$ cat config.mk
export PLATFORM = sky130hd
export DESIGN_NAME = render_target_pool_lru_core
export DESIGN_NICKNAME = d
export VERILOG_FILES = /design/src/rtl/rtpl_pkg.sv /design/src/rtl/rtpl_ctrl.sv /design/src/rtl/rtpl_datapath.sv /design/src/rtl/render_target_pool_lru.sv
export SDC_FILE = /design/constraint.sdc
export NUM_CORES = 2
export LEC_CHECK = 0
export ABC_AREA = 1
export BUFFER_PORTS_ARGS = -buffer_cell sky130_fd_sc_hd__buf_2
export CAP_MARGIN = 5
export CORE_MARGIN = 1
export CORE_UTILIZATION = 55
export DETAILED_ROUTE_END_ITERATION = 10
export HOLD_SLACK_MARGIN = 0.05
export PLACE_DENSITY = 0.72
export SLEW_MARGIN = 20
export SYNTH_ARGS = -nofsm -noshare
export SYNTH_HDL_FRONTEND = slang
export SYNTH_SLANG_ARGS = --single-unit
$ cat constraint.sdc
create_clock -name clk -period 7.9 [get_ports clk]
set_input_delay 0.395 -clock clk [delete_from_list [all_inputs] [get_ports clk]]
set_output_delay 0.395 -clock clk [all_outputs]
set_load 0.005 [all_outputs]
$ cat src/rtl/rtpl_pkg.sv
// Shared types and constants for the render target pool.
package rtpl_pkg;

    // Operation codes
    localparam logic [2:0] OP_ACQUIRE  = 3'd0;
    localparam logic [2:0] OP_PAIR     = 3'd1;
    localparam logic [2:0] OP_RELEASE  = 3'd2;
    localparam logic [2:0] OP_REL_ALL  = 3'd3;
    localparam logic [2:0] OP_TRIM     = 3'd4;
    localparam logic [2:0] OP_CLEAR    = 3'd5;

    // Result status codes
    localparam logic [2:0] ST_OK       = 3'd0;
    localparam logic [2:0] ST_SIZE     = 3'd1;
    localparam logic [2:0] ST_FULL     = 3'd2;
    localparam logic [2:0] ST_UNKNOWN  = 3'd3;
    localparam logic [2:0] ST_IDLE     = 3'd4;

    // Configuration register indexes
    localparam logic [1:0] REG_POOL_LIMIT   = 2'd0;
    localparam logic [1:0] REG_WIDTH_LIMIT  = 2'd1;
    localparam logic [1:0] REG_HEIGHT_LIMIT = 2'd2;

    // Configuration reset values
    localparam logic [4:0]  POOL_LIMIT_RST = 5'd16;
    localparam logic [13:0] DIM_LIMIT_RST  = 14'd4096;

    // Slot scan kinds
    localparam logic [1:0] KIND_ACQ   = 2'd0;
    localparam logic [1:0] KIND_REL   = 2'd1;
    localparam logic [1:0] KIND_TRIM  = 2'd2;
    localparam logic [1:0] KIND_SWEEP = 2'd3;

    // Geometry and handle of one slot
    typedef struct packed {
        logic [13:0] width;
        logic [13:0] height;
        logic [31:0] handle;
    } geom_t;

    // Commands from controller to datapath
    typedef struct packed {
        logic       latch;
        logic       scan_start;
        logic [1:0] scan_kind;
        logic       set_size;
        logic       commit;
        logic       second;
        logic       rel_commit;
        logic       clear_all;
        logic       out_load;
    } cmd_t;

    // Status from datapath to controller
    typedef struct packed {
        logic [2:0] op;
        logic       size_bad;
        logic       scan_done;
        logic       acq_fail;
    } sts_t;

endpackage

$ cat src/rtl/rtpl_ctrl.sv
// Operation sequencer for the render target pool.
module rtpl_ctrl
    import rtpl_pkg::*;
(
    input  logic clk,
    input  logic rst_n,
    input  logic in_valid,
    output logic in_stall,
    output logic out_valid,
    input  logic out_stall,
    input  sts_t sts,
    output cmd_t cmd
);

    localparam logic [2:0] S_IDLE     = 3'd0;
    localparam logic [2:0] S_DISPATCH = 3'd1;
    localparam logic [2:0] S_SCAN     = 3'd2;
    localparam logic [2:0] S_COMMIT   = 3'd3;
    localparam logic [2:0] S_CHK1     = 3'd4;
    localparam logic [2:0] S_RCOMMIT  = 3'd5;
    localparam logic [2:0] S_DONE     = 3'd6;

    logic [2:0] state_reg, state_next;
    logic       pass_reg, pass_next;
    logic       out_valid_reg, out_valid_next;

    assign in_stall  = (state_reg != S_IDLE);
    assign out_valid = out_valid_reg;

    // Next state and commands
    always_comb
    begin
        state_next = state_reg;
        pass_next  = pass_reg;
        cmd        = '0;
        case (state_reg)
            S_IDLE:
            begin
                if (in_valid)
                begin
                    cmd.latch  = 1'b1;
                    state_next = S_DISPATCH;
                end
            end
            S_DISPATCH:
            begin
                pass_next = 1'b0;
                case (sts.op)
                    OP_ACQUIRE, OP_PAIR:
                    begin
                        if (sts.size_bad)
                        begin
                            cmd.set_size = 1'b1;
                            state_next   = S_DONE;
                        end
                        else
                        begin
                            cmd.scan_start = 1'b1;
                            cmd.scan_kind  = KIND_ACQ;
                            state_next     = S_SCAN;
                        end
                    end
                    OP_RELEASE:
                    begin
                        cmd.scan_start = 1'b1;
                        cmd.scan_kind  = KIND_REL;
                        state_next     = S_SCAN;
                    end
                    OP_REL_ALL:
                    begin
                        cmd.scan_start = 1'b1;
                        cmd.scan_kind  = KIND_SWEEP;
                        state_next     = S_SCAN;
                    end
                    OP_TRIM:
                    begin
                        cmd.scan_start = 1'b1;
                        cmd.scan_kind  = KIND_TRIM;
                        state_next     = S_SCAN;
                    end
                    OP_CLEAR:
                    begin
                        cmd.clear_all = 1'b1;
                        state_next    = S_DONE;
                    end
                    default:
                    begin
                        state_next = S_DONE;
                    end
                endcase
            end
            S_SCAN:
            begin
                if (sts.scan_done)
                begin
                    if (sts.op == OP_ACQUIRE || sts.op == OP_PAIR)
                        state_next = S_COMMIT;
                    else if (sts.op == OP_RELEASE)
                        state_next = S_RCOMMIT;
                    else
                        state_next = S_DONE;
                end
            end
            S_COMMIT:
            begin
                cmd.commit = 1'b1;
                cmd.second = pass_reg;
                state_next = (sts.op == OP_PAIR && !pass_reg) ? S_CHK1 : S_DONE;
            end
            S_CHK1:
            begin
                if (sts.acq_fail)
                    state_next = S_DONE;
                else
                begin
                    cmd.scan_start = 1'b1;
                    cmd.scan_kind  = KIND_ACQ;
                    pass_next      = 1'b1;
                    state_next     = S_SCAN;
                end
            end
            S_RCOMMIT:
            begin
                cmd.rel_commit = 1'b1;
                state_next     = S_DONE;
            end
            S_DONE:
            begin
                if (!out_valid_reg || !out_stall)
                begin
                    cmd.out_load = 1'b1;
                    state_next   = S_IDLE;
                end
            end
            default:
            begin
                state_next = S_IDLE;
            end
        endcase
    end

    // Output word holding register
    always_comb
    begin
        out_valid_next = out_valid_reg;
        if (cmd.out_load)
            out_valid_next = 1'b1;
        else if (!out_stall)
            out_valid_next = 1'b0;
    end

    always_ff @(posedge clk or negedge rst_n)
    begin
        if (!rst_n)
        begin
            state_reg     <= S_IDLE;
            pass_reg      <= 1'b0;
            out_valid_reg <= 1'b0;
        end
        else
        begin
            state_reg     <= state_next;
            pass_reg      <= pass_next;
            out_valid_reg <= out_valid_next;
        end
    end

endmodule

$ cat src/rtl/rtpl_datapath.sv
// Slot table, slot scanner, limits and result registers of the pool.
module rtpl_datapath
    import rtpl_pkg::*;
#(
    parameter int POOL_SLOTS = 16
)
(
    input  logic        clk,
    input  logic        rst_n,
    input  logic        cfg_valid,
    input  logic        cfg_ready,
    input  logic [1:0]  cfg_index,
    input  logic [13:0] cfg_data,
    input  logic [2:0]  opcode,
    input  logic [13:0] req_width,
    input  logic [13:0] req_height,
    input  logic [31:0] target_handle,
    input  logic [31:0] idle_limit_ms,
    input  logic [31:0] now_ms,
    input  cmd_t        cmd,
    output sts_t        sts,
    output logic [2:0]  status,
    output logic [31:0] first_handle,
    output logic [31:0] second_handle,
    output logic [4:0]  freed_count,
    output logic [4:0]  entries_total,
    output logic [4:0]  entries_busy
);

    localparam int IW = (POOL_SLOTS > 1) ? $clog2(POOL_SLOTS) : 1;
    localparam int CW = $clog2(POOL_SLOTS + 1);
    localparam int LW = (CW > 5) ? CW : 5;

    // Configuration
    logic [4:0]  pool_limit_reg;
    logic [13:0] width_limit_reg, height_limit_reg;

    // Latched request
    logic [2:0]  op_reg;
    logic [13:0] w_reg, h_reg;
    logic [31:0] tgt_reg, idle_reg, now_reg;

    // Slot flags and counts
    logic [POOL_SLOTS-1:0] valid_reg, valid_next;
    logic [POOL_SLOTS-1:0] busy_reg, busy_next;
    logic [CW-1:0]         cnt_valid_reg, cnt_valid_next;
    logic [CW-1:0]         cnt_busy_reg, cnt_busy_next;
    logic [31:0]           next_handle_reg, next_handle_next;

    // Scanner
    logic          active_reg, active_next;
    logic [CW-1:0] cnt_reg, cnt_next;
    logic [1:0]    kind_reg, kind_next;
    logic          rd_en, proc_en;
    logic [IW-1:0] rd_addr, proc_idx;

    // Scan results
    logic          m_found_reg, m_found_next;
    logic [IW-1:0] m_idx_reg, m_idx_next;
    logic [31:0]   m_hd_reg, m_hd_next;
    logic          v_found_reg, v_found_next;
    logic [IW-1:0] v_idx_reg, v_idx_next;
    logic [31:0]   v_lu_reg, v_lu_next;
    logic [31:0]   v_hd_reg, v_hd_next;
    logic          f_found_reg, f_found_next;
    logic [IW-1:0] f_idx_reg, f_idx_next;
    logic          h_found_reg, h_found_next;
    logic [IW-1:0] h_idx_reg, h_idx_next;
    logic [IW-1:0] s1_idx_reg, s1_idx_next;

    // Result
    logic [2:0]    res_status_reg, res_status_next;
    logic [31:0]   res_first_reg, res_first_next;
    logic [31:0]   res_second_reg, res_second_next;
    logic [CW-1:0] freed_reg, freed_next;

    // Memories
    geom_t         geom_mem [POOL_SLOTS];
    logic [31:0]   lu_mem [POOL_SLOTS];
    geom_t         geom_rd_reg;
    logic [31:0]   lu_rd_reg;
    logic          geom_we, lu_we;
    logic [IW-1:0] geom_wa, lu_wa;
    geom_t         geom_wd;

    // Limits and derived checks
    logic [13:0]   wl, hl;
    logic [LW-1:0] plim, lim;
    logic          evict;
    logic [IW-1:0] pick;
    logic [31:0]   nh_inc;

    assign wl      = (width_limit_reg == '0) ? 14'd1 : width_limit_reg;
    assign hl      = (height_limit_reg == '0) ? 14'd1 : height_limit_reg;
    assign plim    = LW'(pool_limit_reg);
    assign lim     = (plim == '0) ? LW'(1) :
                     (plim > LW'(POOL_SLOTS)) ? LW'(POOL_SLOTS) : plim;
    assign evict   = (LW'(cnt_valid_reg) >= lim);
    assign pick    = !evict ? f_idx_reg :
                     (f_found_reg && f_idx_reg < v_idx_reg) ? f_idx_reg : v_idx_reg;
    assign nh_inc  = (next_handle_reg + 32'd1 == '0) ? 32'd1 : next_handle_reg + 32'd1;

    assign rd_en    = active_reg && (cnt_reg < CW'(POOL_SLOTS));
    assign rd_addr  = cnt_reg[IW-1:0];
    assign proc_en  = active_reg && (cnt_reg != '0);
    assign proc_idx = IW'(cnt_reg - CW'(1));

    assign sts.op        = op_reg;
    assign sts.size_bad  = (w_reg > wl) || (h_reg > hl);
    assign sts.scan_done = active_reg && (cnt_reg == CW'(POOL_SLOTS));
    assign sts.acq_fail  = (res_status_reg != ST_OK);

    // Configuration writes
    always_ff @(posedge clk or negedge rst_n)
    begin
        if (!rst_n)
        begin
            pool_limit_reg   <= POOL_LIMIT_RST;
            width_limit_reg  <= DIM_LIMIT_RST;
            height_limit_reg <= DIM_LIMIT_RST;
        end
        else if (cfg_valid && cfg_ready)
        begin
            case (cfg_index)
                REG_POOL_LIMIT:   pool_limit_reg   <= cfg_data[4:0];
                REG_WIDTH_LIMIT:  width_limit_reg  <= cfg_data;
                REG_HEIGHT_LIMIT: height_limit_reg <= cfg_data;
                default:          ;
            endcase
        end
    end

    // Request capture
    always_ff @(posedge clk)
    begin
        if (cmd.latch)
        begin
            op_reg   <= opcode;
            w_reg    <= req_width;
            h_reg    <= req_height;
            tgt_reg  <= target_handle;
            idle_reg <= idle_limit_ms;
            now_reg  <= now_ms;
        end
    end

    // Scan, commit and bookkeeping
    always_comb
    begin
        valid_next       = valid_reg;
        busy_next        = busy_reg;
        cnt_valid_next   = cnt_valid_reg;
        cnt_busy_next    = cnt_busy_reg;
        next_handle_next = next_handle_reg;
        active_next      = active_reg;
        cnt_next         = cnt_reg;
        kind_next        = kind_reg;
        m_found_next     = m_found_reg;
        m_idx_next       = m_idx_reg;
        m_hd_next        = m_hd_reg;
        v_found_next     = v_found_reg;
        v_idx_next       = v_idx_reg;
        v_lu_next        = v_lu_reg;
        v_hd_next        = v_hd_reg;
        f_found_next     = f_found_reg;
        f_idx_next       = f_idx_reg;
        h_found_next     = h_found_reg;
        h_idx_next       = h_idx_reg;
        s1_idx_next      = s1_idx_reg;
        res_status_next  = res_status_reg;
        res_first_next   = res_first_reg;
        res_second_next  = res_second_reg;
        freed_next       = freed_reg;
        geom_we          = 1'b0;
        geom_wa          = pick;
        geom_wd          = '{width: w_reg, height: h_reg, handle: next_handle_reg};
        lu_we            = 1'b0;
        lu_wa            = rd_addr;

        if (cmd.latch)
        begin
            res_status_next = ST_OK;
            res_first_next  = '0;
            res_second_next = '0;
            freed_next      = '0;
        end

        if (cmd.set_size)
            res_status_next = ST_SIZE;

        // scan start clears the running results; a sweep also clears all busy flags
        if (cmd.scan_start)
        begin
            active_next  = 1'b1;
            cnt_next     = '0;
            kind_next    = cmd.scan_kind;
            m_found_next = 1'b0;
            v_found_next = 1'b0;
            f_found_next = 1'b0;
            h_found_next = 1'b0;
            if (cmd.scan_kind == KIND_SWEEP)
            begin
                busy_next     = '0;
                cnt_busy_next = '0;
            end
        end
        else if (active_reg)
        begin
            cnt_next = cnt_reg + CW'(1);
            if (sts.scan_done)
                active_next = 1'b0;
            if (kind_reg == KIND_SWEEP && rd_en)
                lu_we = 1'b1;
            if (proc_en)
            begin
                case (kind_reg)
                    KIND_ACQ:
                    begin
                        if (valid_reg[proc_idx] && !busy_reg[proc_idx])
                        begin
                            if (geom_rd_reg.width == w_reg && geom_rd_reg.height == h_reg &&
                                (!m_found_reg || geom_rd_reg.handle < m_hd_reg))
                            begin
                                m_found_next = 1'b1;
                                m_idx_next   = proc_idx;
                                m_hd_next    = geom_rd_reg.handle;
                            end
                            if (!v_found_reg || lu_rd_reg < v_lu_reg ||
                                (lu_rd_reg == v_lu_reg && geom_rd_reg.handle < v_hd_reg))
                            begin
                                v_found_next = 1'b1;
                                v_idx_next   = proc_idx;
                                v_lu_next    = lu_rd_reg;
                                v_hd_next    = geom_rd_reg.handle;
                            end
                        end
                        if (!valid_reg[proc_idx] && !f_found_reg)
                        begin
                            f_found_next = 1'b1;
                            f_idx_next   = proc_idx;
                        end
                    end
                    KIND_REL:
                    begin
                        if (valid_reg[proc_idx] && geom_rd_reg.handle == tgt_reg &&
                            !h_found_reg)
                        begin
                            h_found_next = 1'b1;
                            h_idx_next   = proc_idx;
                        end
                    end
                    KIND_TRIM:
                    begin
                        if (valid_reg[proc_idx] && !busy_reg[proc_idx] &&
                            now_reg > lu_rd_reg && (now_reg - lu_rd_reg) > idle_reg)
                        begin
                            valid_next[proc_idx] = 1'b0;
                            cnt_valid_next       = cnt_valid_reg - CW'(1);
                            freed_next           = freed_reg + CW'(1);
                        end
                    end
                    default:
                    begin
                    end
                endcase
            end
        end

        // acquire commit: reuse, create with optional eviction, or report full
        if (cmd.commit)
        begin
            if (m_found_reg)
            begin
                busy_next[m_idx_reg] = 1'b1;
                cnt_busy_next        = cnt_busy_reg + CW'(1);
                lu_we                = 1'b1;
                lu_wa                = m_idx_reg;
                if (cmd.second)
                    res_second_next = m_hd_reg;
                else
                begin
                    res_first_next = m_hd_reg;
                    s1_idx_next    = m_idx_reg;
                end
            end
            else if ((evict && !v_found_reg) || (!evict && !f_found_reg))
            begin
                res_status_next = ST_FULL;
                if (cmd.second)
                begin
                    // undo the first of the pair
                    res_first_next        = '0;
                    busy_next[s1_idx_reg] = 1'b0;
                    cnt_busy_next         = cnt_busy_reg - CW'(1);
                    lu_we                 = 1'b1;
                    lu_wa                 = s1_idx_reg;
                end
            end
            else
            begin
                if (evict)
                    valid_next[v_idx_reg] = 1'b0;
                else
                    cnt_valid_next = cnt_valid_reg + CW'(1);
                valid_next[pick] = 1'b1;
                busy_next[pick]  = 1'b1;
                cnt_busy_next    = cnt_busy_reg + CW'(1);
                geom_we          = 1'b1;
                lu_we            = 1'b1;
                lu_wa            = pick;
                next_handle_next = nh_inc;
                if (cmd.second)
                    res_second_next = next_handle_reg;
                else
                begin
                    res_first_next = next_handle_reg;
                    s1_idx_next    = pick;
                end
            end
        end

        // release by handle
        if (cmd.rel_commit)
        begin
            if (!h_found_reg)
                res_status_next = ST_UNKNOWN;
            else if (!busy_reg[h_idx_reg])
                res_status_next = ST_IDLE;
            else
            begin
                busy_next[h_idx_reg] = 1'b0;
                cnt_busy_next        = cnt_busy_reg - CW'(1);
                lu_we                = 1'b1;
                lu_wa                = h_idx_reg;
            end
        end

        // clear everything
        if (cmd.clear_all)
        begin
            freed_next     = cnt_valid_reg;
            valid_next     = '0;
            busy_next      = '0;
            cnt_valid_next = '0;
            cnt_busy_next  = '0;
        end
    end

    always_ff @(posedge clk or negedge rst_n)
    begin
        if (!rst_n)
        begin
            valid_reg       <= '0;
            busy_reg        <= '0;
            cnt_valid_reg   <= '0;
            cnt_busy_reg    <= '0;
            next_handle_reg <= 32'd1;
            active_reg      <= 1'b0;
            cnt_reg         <= '0;
            kind_reg        <= KIND_ACQ;
            m_found_reg     <= 1'b0;
            v_found_reg     <= 1'b0;
            f_found_reg     <= 1'b0;
            h_found_reg     <= 1'b0;
            res_status_reg  <= ST_OK;
        end
        else
        begin
            valid_reg       <= valid_next;
            busy_reg        <= busy_next;
            cnt_valid_reg   <= cnt_valid_next;
            cnt_busy_reg    <= cnt_busy_next;
            next_handle_reg <= next_handle_next;
            active_reg      <= active_next;
            cnt_reg         <= cnt_next;
            kind_reg        <= kind_next;
            m_found_reg     <= m_found_next;
            v_found_reg     <= v_found_next;
            f_found_reg     <= f_found_next;
            h_found_reg     <= h_found_next;
            res_status_reg  <= res_status_next;
        end
    end

    // Payload registers
    always_ff @(posedge clk)
    begin
        m_idx_reg      <= m_idx_next;
        m_hd_reg       <= m_hd_next;
        v_idx_reg      <= v_idx_next;
        v_lu_reg       <= v_lu_next;
        v_hd_reg       <= v_hd_next;
        f_idx_reg      <= f_idx_next;
        h_idx_reg      <= h_idx_next;
        s1_idx_reg     <= s1_idx_next;
        res_first_reg  <= res_first_next;
        res_second_reg <= res_second_next;
        freed_reg      <= freed_next;
    end

    // Slot geometry memory
    always_ff @(posedge clk)
    begin
        if (geom_we)
            geom_mem[geom_wa] <= geom_wd;
        if (rd_en)
            geom_rd_reg <= geom_mem[rd_addr];
    end

    // Last-use time memory
    always_ff @(posedge clk)
    begin
        if (lu_we)
            lu_mem[lu_wa] <= now_reg;
        if (rd_en)
            lu_rd_reg <= lu_mem[rd_addr];
    end

    // Output word
    always_ff @(posedge clk)
    begin
        if (cmd.out_load)
        begin
            status        <= res_status_reg;
            first_handle  <= res_first_reg;
            second_handle <= res_second_reg;
            freed_count   <= 5'(freed_reg);
            entries_total <= 5'(cnt_valid_reg);
            entries_busy  <= 5'(cnt_busy_reg);
        end
    end

    a_busy_le_valid: assert property (@(posedge clk) disable iff (!rst_n)
        cnt_busy_reg <= cnt_valid_reg)
        else $error("busy count exceeds entry count");

    a_busy_implies_valid: assert property (@(posedge clk) disable iff (!rst_n)
        (busy_reg & ~valid_reg) == '0)
        else $error("busy flag set on an empty slot");

    a_count_matches: assert property (@(posedge clk) disable iff (!rst_n)
        32'(cnt_valid_reg) == $countones(valid_reg))
        else $error("entry count out of step with valid flags");

    a_handle_nonzero: assert property (@(posedge clk) disable iff (!rst_n)
        next_handle_reg != '0)
        else $error("handle counter reached zero");

endmodule

$ cat src/rtl/render_target_pool_lru.sv
// Top level of the render target pool: sequencer plus slot datapath.
// Clear, bad size and unused opcodes skip the slot scan; release all and trim scan once;
// acquire and release add a commit after it; acquire pair adds a second scan and commit
// when its first acquire succeeds. One word in flight: the next word is taken from the
// cycle after the result loads; a stalled result holds the sequencer. Reset empties the
// pool, sets handle 1 and default limits.
module render_target_pool_lru_core
    import rtpl_pkg::*;
#(
    parameter int POOL_SLOTS = 16
)
(
    input  logic        clk,
    input  logic        rst_n,
    input  logic        cfg_valid,
    output logic        cfg_ready,
    input  logic [1:0]  cfg_index,
    input  logic [13:0] cfg_data,
    input  logic        in_valid,
    output logic        in_stall,
    input  logic [2:0]  opcode,
    input  logic [13:0] req_width,
    input  logic [13:0] req_height,
    input  logic [31:0] target_handle,
    input  logic [31:0] idle_limit_ms,
    input  logic [31:0] now_ms,
    output logic        out_valid,
    input  logic        out_stall,
    output logic [2:0]  status,
    output logic [31:0] first_handle,
    output logic [31:0] second_handle,
    output logic [4:0]  freed_count,
    output logic [4:0]  entries_total,
    output logic [4:0]  entries_busy
);

    cmd_t cmd;
    sts_t sts;

    // Limits change only between words
    assign cfg_ready = !in_stall;

    rtpl_ctrl u_ctrl
    (
        .clk       (clk),
        .rst_n     (rst_n),
        .in_valid  (in_valid),
        .in_stall  (in_stall),
        .out_valid (out_valid),
        .out_stall (out_stall),
        .sts       (sts),
        .cmd       (cmd)
    );

    rtpl_datapath #(
        .POOL_SLOTS (POOL_SLOTS)
    ) u_datapath
    (
        .clk           (clk),
        .rst_n         (rst_n),
        .cfg_valid     (cfg_valid),
        .cfg_ready     (cfg_ready),
        .cfg_index     (cfg_index),
        .cfg_data      (cfg_data),
        .opcode        (opcode),
        .req_width     (req_width),
        .req_height    (req_height),
        .target_handle (target_handle),
        .idle_limit_ms (idle_limit_ms),
        .now_ms        (now_ms),
        .cmd           (cmd),
        .sts           (sts),
        .status        (status),
        .first_handle  (first_handle),
        .second_handle (second_handle),
        .freed_count   (freed_count),
        .entries_total (entries_total),
        .entries_busy  (entries_busy)
    );

endmodule

# [Word level (Yosys, flattened, before mapping)]
# Memory sizes are Yosys's and may differ from the RTL's. A register that Yosys moved wholly into a read port is not among the register bits.
# Index checks and enable logic that the tools add are counted.
[classes] add_sub_neg=9 magnitude_cmp=23 eq_ne=30 muxes=180 bitwise=14 n_reduce_logical=80
[op_table] op="$mux W32" count=14
[op_table] op="$mux W16" count=23
[op_table] op="$mux W5" count=31
[op_table] op="$lt A32 B32 Y1" count=3
[op_table] op="$and A16 B16 Y16" count=4
[op_table] op="$eq A32 B32 Y1" count=2
[op_table] op="$gt A32 B32 Y1" count=2
[op_table] op="$mux W1" count=64
[op_table] op="$not A16 Y16" count=4
[op_table] op="$mux W4" count=13
[op_table] op="$mux W3" count=16
[op_table] op="$or A16 B16 Y16" count=3
[op_table] op="$add A32 B1 Y32 const B" count=1
[op_table] op="$logic_not A32 Y1" count=1
[op_table] op="$sub A32 B32 Y32" count=1
[op_table] op="$lt A4 B5 Y1 const B" count=6
[op_table] op="$eq A14 B14 Y1" count=2
[op_table] op="$gt A14 B14 Y1" count=2
[op_table] op="$logic_not A14 Y1" count=2
[op_table] op="$mux W14" count=2
[op_table] op="$demux W1 S4" count=6
[op_table] op="$ge A4 B1 Y1 const B" count=6
[op_table] op="$logic_and A1 B1 Y1" count=24
[op_table] op="$pmux W3 S7" count=1
[op_table] op="other kinds (36)" count=103
[word_totals] register_bits=521 ram_bits=1472 wordCells=380 mem_count=2
[mem_list] name="u_datapath.geom_mem" words=16 width=60 read_ports=1 rd_ports_with_merged_regs=1 wr=1 line_no="rtpl_datapath.sv:78" source="geom_t geom_mem [POOL_SLOTS];"
[mem_list] name="u_datapath.lu_mem" words=16 width=32 read_ports=1 rd_ports_with_merged_regs=1 wr=1 line_no="rtpl_datapath.sv:79" source="logic [31:0] lu_mem [POOL_SLOTS];"

# [Longest topological paths before layout]
[depth] ltp_word=22 depth_mapped=32 ltp_nobuf=32

# [Modules after synthesis]
# Synthesis repeated with hierarchy kept, for this count alone.
[hier_totals] hier_cells=7579 hier_area_um2=88312.2
[modules_own_cells] module="rtpl_datapath" n_inst=1 cells_each=7505 area_each_um2=87829.2 seq_area_each_um2=61163.7
[modules_own_cells] module="rtpl_ctrl" n_inst=1 cells_each=73 area_each_um2=479.2 seq_area_each_um2=125.1
[modules_own_cells] module="render_target_pool_lru_core" n_inst=1 cells_each=1 area_each_um2=3.8 seq_area_each_um2=0.0

# [Worst setup path before layout]
# Ideal clock, no wire load.
[synth_path] path_kind="register to register" startpoint="register u_datapath.active_reg" endpoint="memory u_datapath.lu_mem[0][0], enable pin" arrival_time_ns=6.535 t_required_ns=7.479 slack_ns=0.944 path_stages_with_launch=7 path_buffers=0 path_cell_list="dfrtp_1 inv_1 nor2_1 nand3_1 o21ai_1 nand3_1 nor2_1"
[synth_via] elab_chain_len=14
[synth_lines] element="start, declared" line_no="rtpl_datapath.sv:51" source="logic active_reg, active_next;"
[synth_lines] element="start signal, assigned" line_no="rtpl_datapath.sv:374" source="active_reg <= active_next;"
[synth_lines] element="$logic_and A1 B1 Y1 (*)" line_no="rtpl_datapath.sv:103" source="assign rd_en = active_reg && (cnt_reg < CW'(POOL_SLOTS));"
[synth_lines] element="net u_datapath.rd_en" line_no="rtpl_datapath.sv:54" source="logic rd_en, proc_en;"
[synth_lines] element="$logic_and A1 B1 Y1 (*)" line_no="rtpl_datapath.sv:212" source="if (kind_reg == KIND_SWEEP && rd_en)"
[synth_lines] element="$mux W1 (*)" line_no="rtpl_datapath.sv:212"
[synth_lines] element="$mux W1 (*)" line_no="rtpl_datapath.sv:207" source="else if (active_reg)"
[synth_lines] element="$mux W1 (*)" line_no="rtpl_datapath.sv:192" source="if (cmd.scan_start)"
[synth_lines] element="$mux W1" line_no="rtpl_datapath.sv:289" source="if (cmd.second)"
[synth_lines] element="$mux W1" line_no="rtpl_datapath.sv:286" source="else if ((evict && !v_found_reg) || (!evict && !f_found_reg))"
[synth_lines] element="$mux W1" line_no="rtpl_datapath.sv:272" source="if (m_found_reg)"
[synth_lines] element="$mux W1 (*)" line_no="rtpl_datapath.sv:270" source="if (cmd.commit)"
[synth_lines] element="$mux W1" line_no="rtpl_datapath.sv:327" source="else if (!busy_reg[h_idx_reg])"
[synth_lines] element="$mux W1" line_no="rtpl_datapath.sv:325" source="if (!h_found_reg)"
[synth_lines] element="$mux W1 (*)" line_no="rtpl_datapath.sv:323" source="if (cmd.rel_commit)"
[synth_lines] element="$mux W1 (*)" line_no="rtpl_datapath.sv:413" source="if (lu_we)"
[synth_lines] element="$mux W1 (implied by the code) (*)" line_no="rtpl_datapath.sv:414" source="lu_mem[lu_wa] <= now_reg;"
[synth_lines] element="end, declared" line_no="rtpl_datapath.sv:79"
# Mark *: on every way through the listed nets, which the timed path passes. The rest lies on a longest branch.

# [Final worst setup path]
[layout_path] startpoint="register u_datapath.pool_limit_reg[4], in the netlist u_datapath.plim[4]" endpoint="memory u_datapath.lu_mem[12][20], enable pin"
[layout_via] elab_chain_len=15
[layout_lines] element="start, declared" line_no="rtpl_datapath.sv:35" source="logic [4:0] pool_limit_reg;"
[layout_lines] element="start signal, assigned" line_no="rtpl_datapath.sv:125" source="REG_POOL_LIMIT: pool_limit_reg <= cfg_data[4:0];"
[layout_lines] element="$gt A5 B5 Y1" line_no="rtpl_datapath.sv:97" source="(plim > LW'(POOL_SLOTS)) ? LW'(POOL_SLOTS) : plim;"
[layout_lines] element="$mux W5" line_no="rtpl_datapath.sv:97"
[layout_lines] element="$mux W5 (*)" line_no="rtpl_datapath.sv:96" source="assign lim = (plim == '0) ? LW'(1) :"
[layout_lines] element="$ge A5 B5 Y1 (*)" line_no="rtpl_datapath.sv:98" source="assign evict = (LW'(cnt_valid_reg) >= lim);"
[layout_lines] element="$logic_not A1 Y1"
[layout_lines] element="$logic_and A1 B1 Y1" line_no="rtpl_datapath.sv:286"
[layout_lines] element="$logic_or A1 B1 Y1" line_no="rtpl_datapath.sv:286"
[layout_lines] element="$mux W1" line_no="rtpl_datapath.sv:286"
[layout_lines] element="$mux W1" line_no="rtpl_datapath.sv:272"
[layout_lines] element="$mux W1" line_no="rtpl_datapath.sv:270"
[layout_lines] element="$mux W1" line_no="rtpl_datapath.sv:327"
[layout_lines] element="$mux W1" line_no="rtpl_datapath.sv:325"
[layout_lines] element="$mux W1" line_no="rtpl_datapath.sv:323"
[layout_lines] element="$mux W1" line_no="rtpl_datapath.sv:413"
[layout_lines] element="$mux W1 (implied by the code)" line_no="rtpl_datapath.sv:414"
# Mark *: on every way between the ends. The rest lies on a longest branch, timed or not.

==> impl_results.md <==
* Status: complete, no violations
* Total nets after synthesis at 7689
* Setup CP Type: register to register
* Root Buffer: clkbuf_16
* Maxcap violations at 0
* Post-route setup slack at between 2 and 2.5 ns
* Hold Path Class: input port to async pin
* Synthesized area at approximately 88000 sq um
* WL final at approximately 250000 um
* Fin. max-slew vios at 0
* I/O pin cnt at approximately 230
* Share of layout cells above drive strength 1 at 0.0945
* R2R setup slack at 2.17 ns
* Syn Inst Count at between 7k and 8k
* DRT iter0 DRCs at 8044
* P_leak at 0.0357 uW
* Drt pass-1 iters at 8
* CP arrival at around 6.2 ns
* Hold_ws at approximately 0.14 ns
* Family with the most delay on the worst path: simple AND/OR/NAND/NOR gates
* Area of the multi-input gates at approximately 23000 sq um
* Row cnt at about 150
* Dpl ws at between 2 and 2.5 ns
* Pwr Density at between 300 and 400 nW/um^2
* Crit path depth at 16
* Clk Latency, worst-skew pair at ~0.84 ns
* Vias in the first global route at approximately 60k
* Leading post-synthesis cells by cell area: edfxtp_1, o21ai_0, nor2_1
* Core Area at ~160000 sq um
* Startpoint types: register
* Clock Path Buffers at 3
* Initial Utilization at 0.555
* Ys flop type: edfxtp_1
* Slowest cell on the critical path: o21ai_2
* Worst path cell trace: inv_1, ha_1, a21o_1, a21oi_1, nand3_1, o21ai_2, nor2_4, buf_4, inv_2, nor2_1, nor2_1, nand2_1, o21ai_1, nand3_1, nor2_4, buf_4
* Cell variety after synth at 57
* CTS Buf Count at 206
* Max FFs per register at 960
* Worst setup EP type: register
* Die Y at ~400 um
* FFs w/ async S/R, synth at 0.0609
* Util after Layout at 0.627
* Die Area at 161000 sq um
* Max stage delay on crit path at between 0.8 and 0.9 ns
* Tcrit/Tclk final at 0.725
* Total power at between 30000 and 40000 uW
* Reg area at around 61000 sq um
* Critical Path Sink: u_datapath.lu_mem[12][20]
* VDD IR-drop max at approximately 0.00031 V
* Final net count at around 8.0k
* Synth cell count leaders: edfxtp_1, nor2_1, o21ai_0
* Total grt overflow at 0
* Synth area leader: edfxtp_1
* Setup Buffers After CTS at 0
* YS warnings at 0
* Largest net degree at the start of global routing at 215
* First-pass GRT wire length at approximately 360000 um
* Avg Inst Size Synth at 12.0 sq um
* Clock H-tree levels at 4
* RSZ-0062 raised after global routing: false
* Crit path time final at between 5 and 6 ns
* Placer Congestion at 0.973
* Worst Path Max Fanout at 66
* DR DRC count at 0
* IO Port Bufs at about 230
* Top-count cell post-synth: edfxtp_1
* CTS sink count at 2085
* GRT Overall Usage at 0.300
* Worst clock skew at around 0.029 ns
* Fin Setup TNS at 0 ns
* Final hold violation count at 0
* Slew margin rel. at 0.242
* Post-synth EDFFs at 1889
* TritonCTS clock tree: built
* Fmax at roughly 170 MHz
* Synthesis-to-finish area growth at 13.1%
* Critical Path Start: u_datapath.plim[4]
* Worst Path Required at 8.38 ns
* Worst-path clk slew at around 0.060 ns
* Synth top area share at 0.646
* Buf/Inv on CP at 4
* Post-synthesis sequential area ratio at 0.698
* Die W at 402 um
* Worst reg2reg path endpoint: u_datapath.lu_mem[12][20]
* DRT antenna net count at 0
* Routed vias at slightly above 60k
* Detailed-placement wirelength estimate at approximately 140000 um
* Reg2Reg Launch Point: u_datapath.plim[4]
* Fillers at approximately 12k
* Drt wl/cell at 24.9 um
* Final setup fails at 0
* FF+latch count, synth at approximately 2.1k
* Cell depth of the worst flop-to-flop path at 16
* Initial antenna violation count at 6
* Worst Tran Pin Value at roughly 1.1 ns
* Via-to-Cell Ratio at 6.20
## worst min-delay path by stage
stage	startpoint	end	slack, ns	cells past startpoint
floorplan	rst_n	u_ctrl.out_valid	0.1	0
global placement	rst_n	u_datapath.busy_reg[4]	0.42	1
detailed placement	rst_n	u_datapath.busy_reg[1]	0.43	1
CTS	cfg_valid	u_datapath.plim[4]	0.11	5
global route	rst_n	u_datapath.valid_reg[10]	0.19	2
finish	rst_n	u_datapath.busy_reg[1]	0.14	2
## report_power, final
group          leakage (uW)  internal [uW]  switching, uW
Clock               0.00328           5620           4190
Combinational        0.0128           3770           8950
Sequential           0.0196          14100           1400
## area by class of cell
cell class	instances	share of cell area
Timing Repair Buffer	468	0.0347
Clock inverter	130	0.0137
Sequential cell	2085	0.617
Antenna cell	2	0.0000504
Tap cell	2072	0.0261
Multi-Input combinational cell	4375	0.236
Inverter	486	0.0188
Clock buffer	251	0.0540
## cells in the final DEF, fill, tap and decap left out, drive strengths merged, types with 5 or more instances in the layout
master / n
a211oi: 11
a21boi: 5
a21o: 10
a21oi: 240
a31oi: 37
buf: 322
bufinv: 24
clkbuf: 251
clkinv: 108
clkinvlp: 8
dfrtp: 123
dfxtp: 69
dlygate4sd3: 146
edfxtp: 1889
ha: 205
inv: 476
nand2: 806
nand3: 341
nand4: 55
nor2: 949
nor3: 56
nor4: 18
o211ai: 90
o21ai: 978
o21bai: 12
o221ai: 115
o22ai: 297
o31ai: 5
or2: 5
xnor2: 28
xor2: 88
## logic make-up after synthesis
group,share of synthesized area
XOR/XNOR,0.0116
buffers and inverters,0.0382
multiplexers,0.000385
adder cells (fa/ha/maj),0.0294
AO/OA/AOI/OAI,0.118
AND/OR/NAND/NOR,0.105
flip-flops,0.698
## layer usage
layer	global-route usage	up-vias	wire length, um
met1	0.413	29996	97300
met5	0	-	44
met4	0.127	6	10300
met2	0.470	3397	113000
li1	-	27210	-
met3	0.0556	557	24800
## repair_timing
action                                 in CTS  in global routing
hold buffers                              146                  0
resized for setup                           0                  0
endpoints found under the hold margin     234                  0
setup endpoints to repair                   0                  0
## through the flow
| stage | instance area (sq um) | std cells |
|---|---|---|
| floorplan | 87800 | 7335 |
| global placement | 91000 | 9335 |
| detailed placement | 91200 | 9340 |
| CTS | 99300 | 9867 |
| global route | 99300 | 9867 |
| finish | 99300 | 9869 |
(Power assumes the default switching activity.)
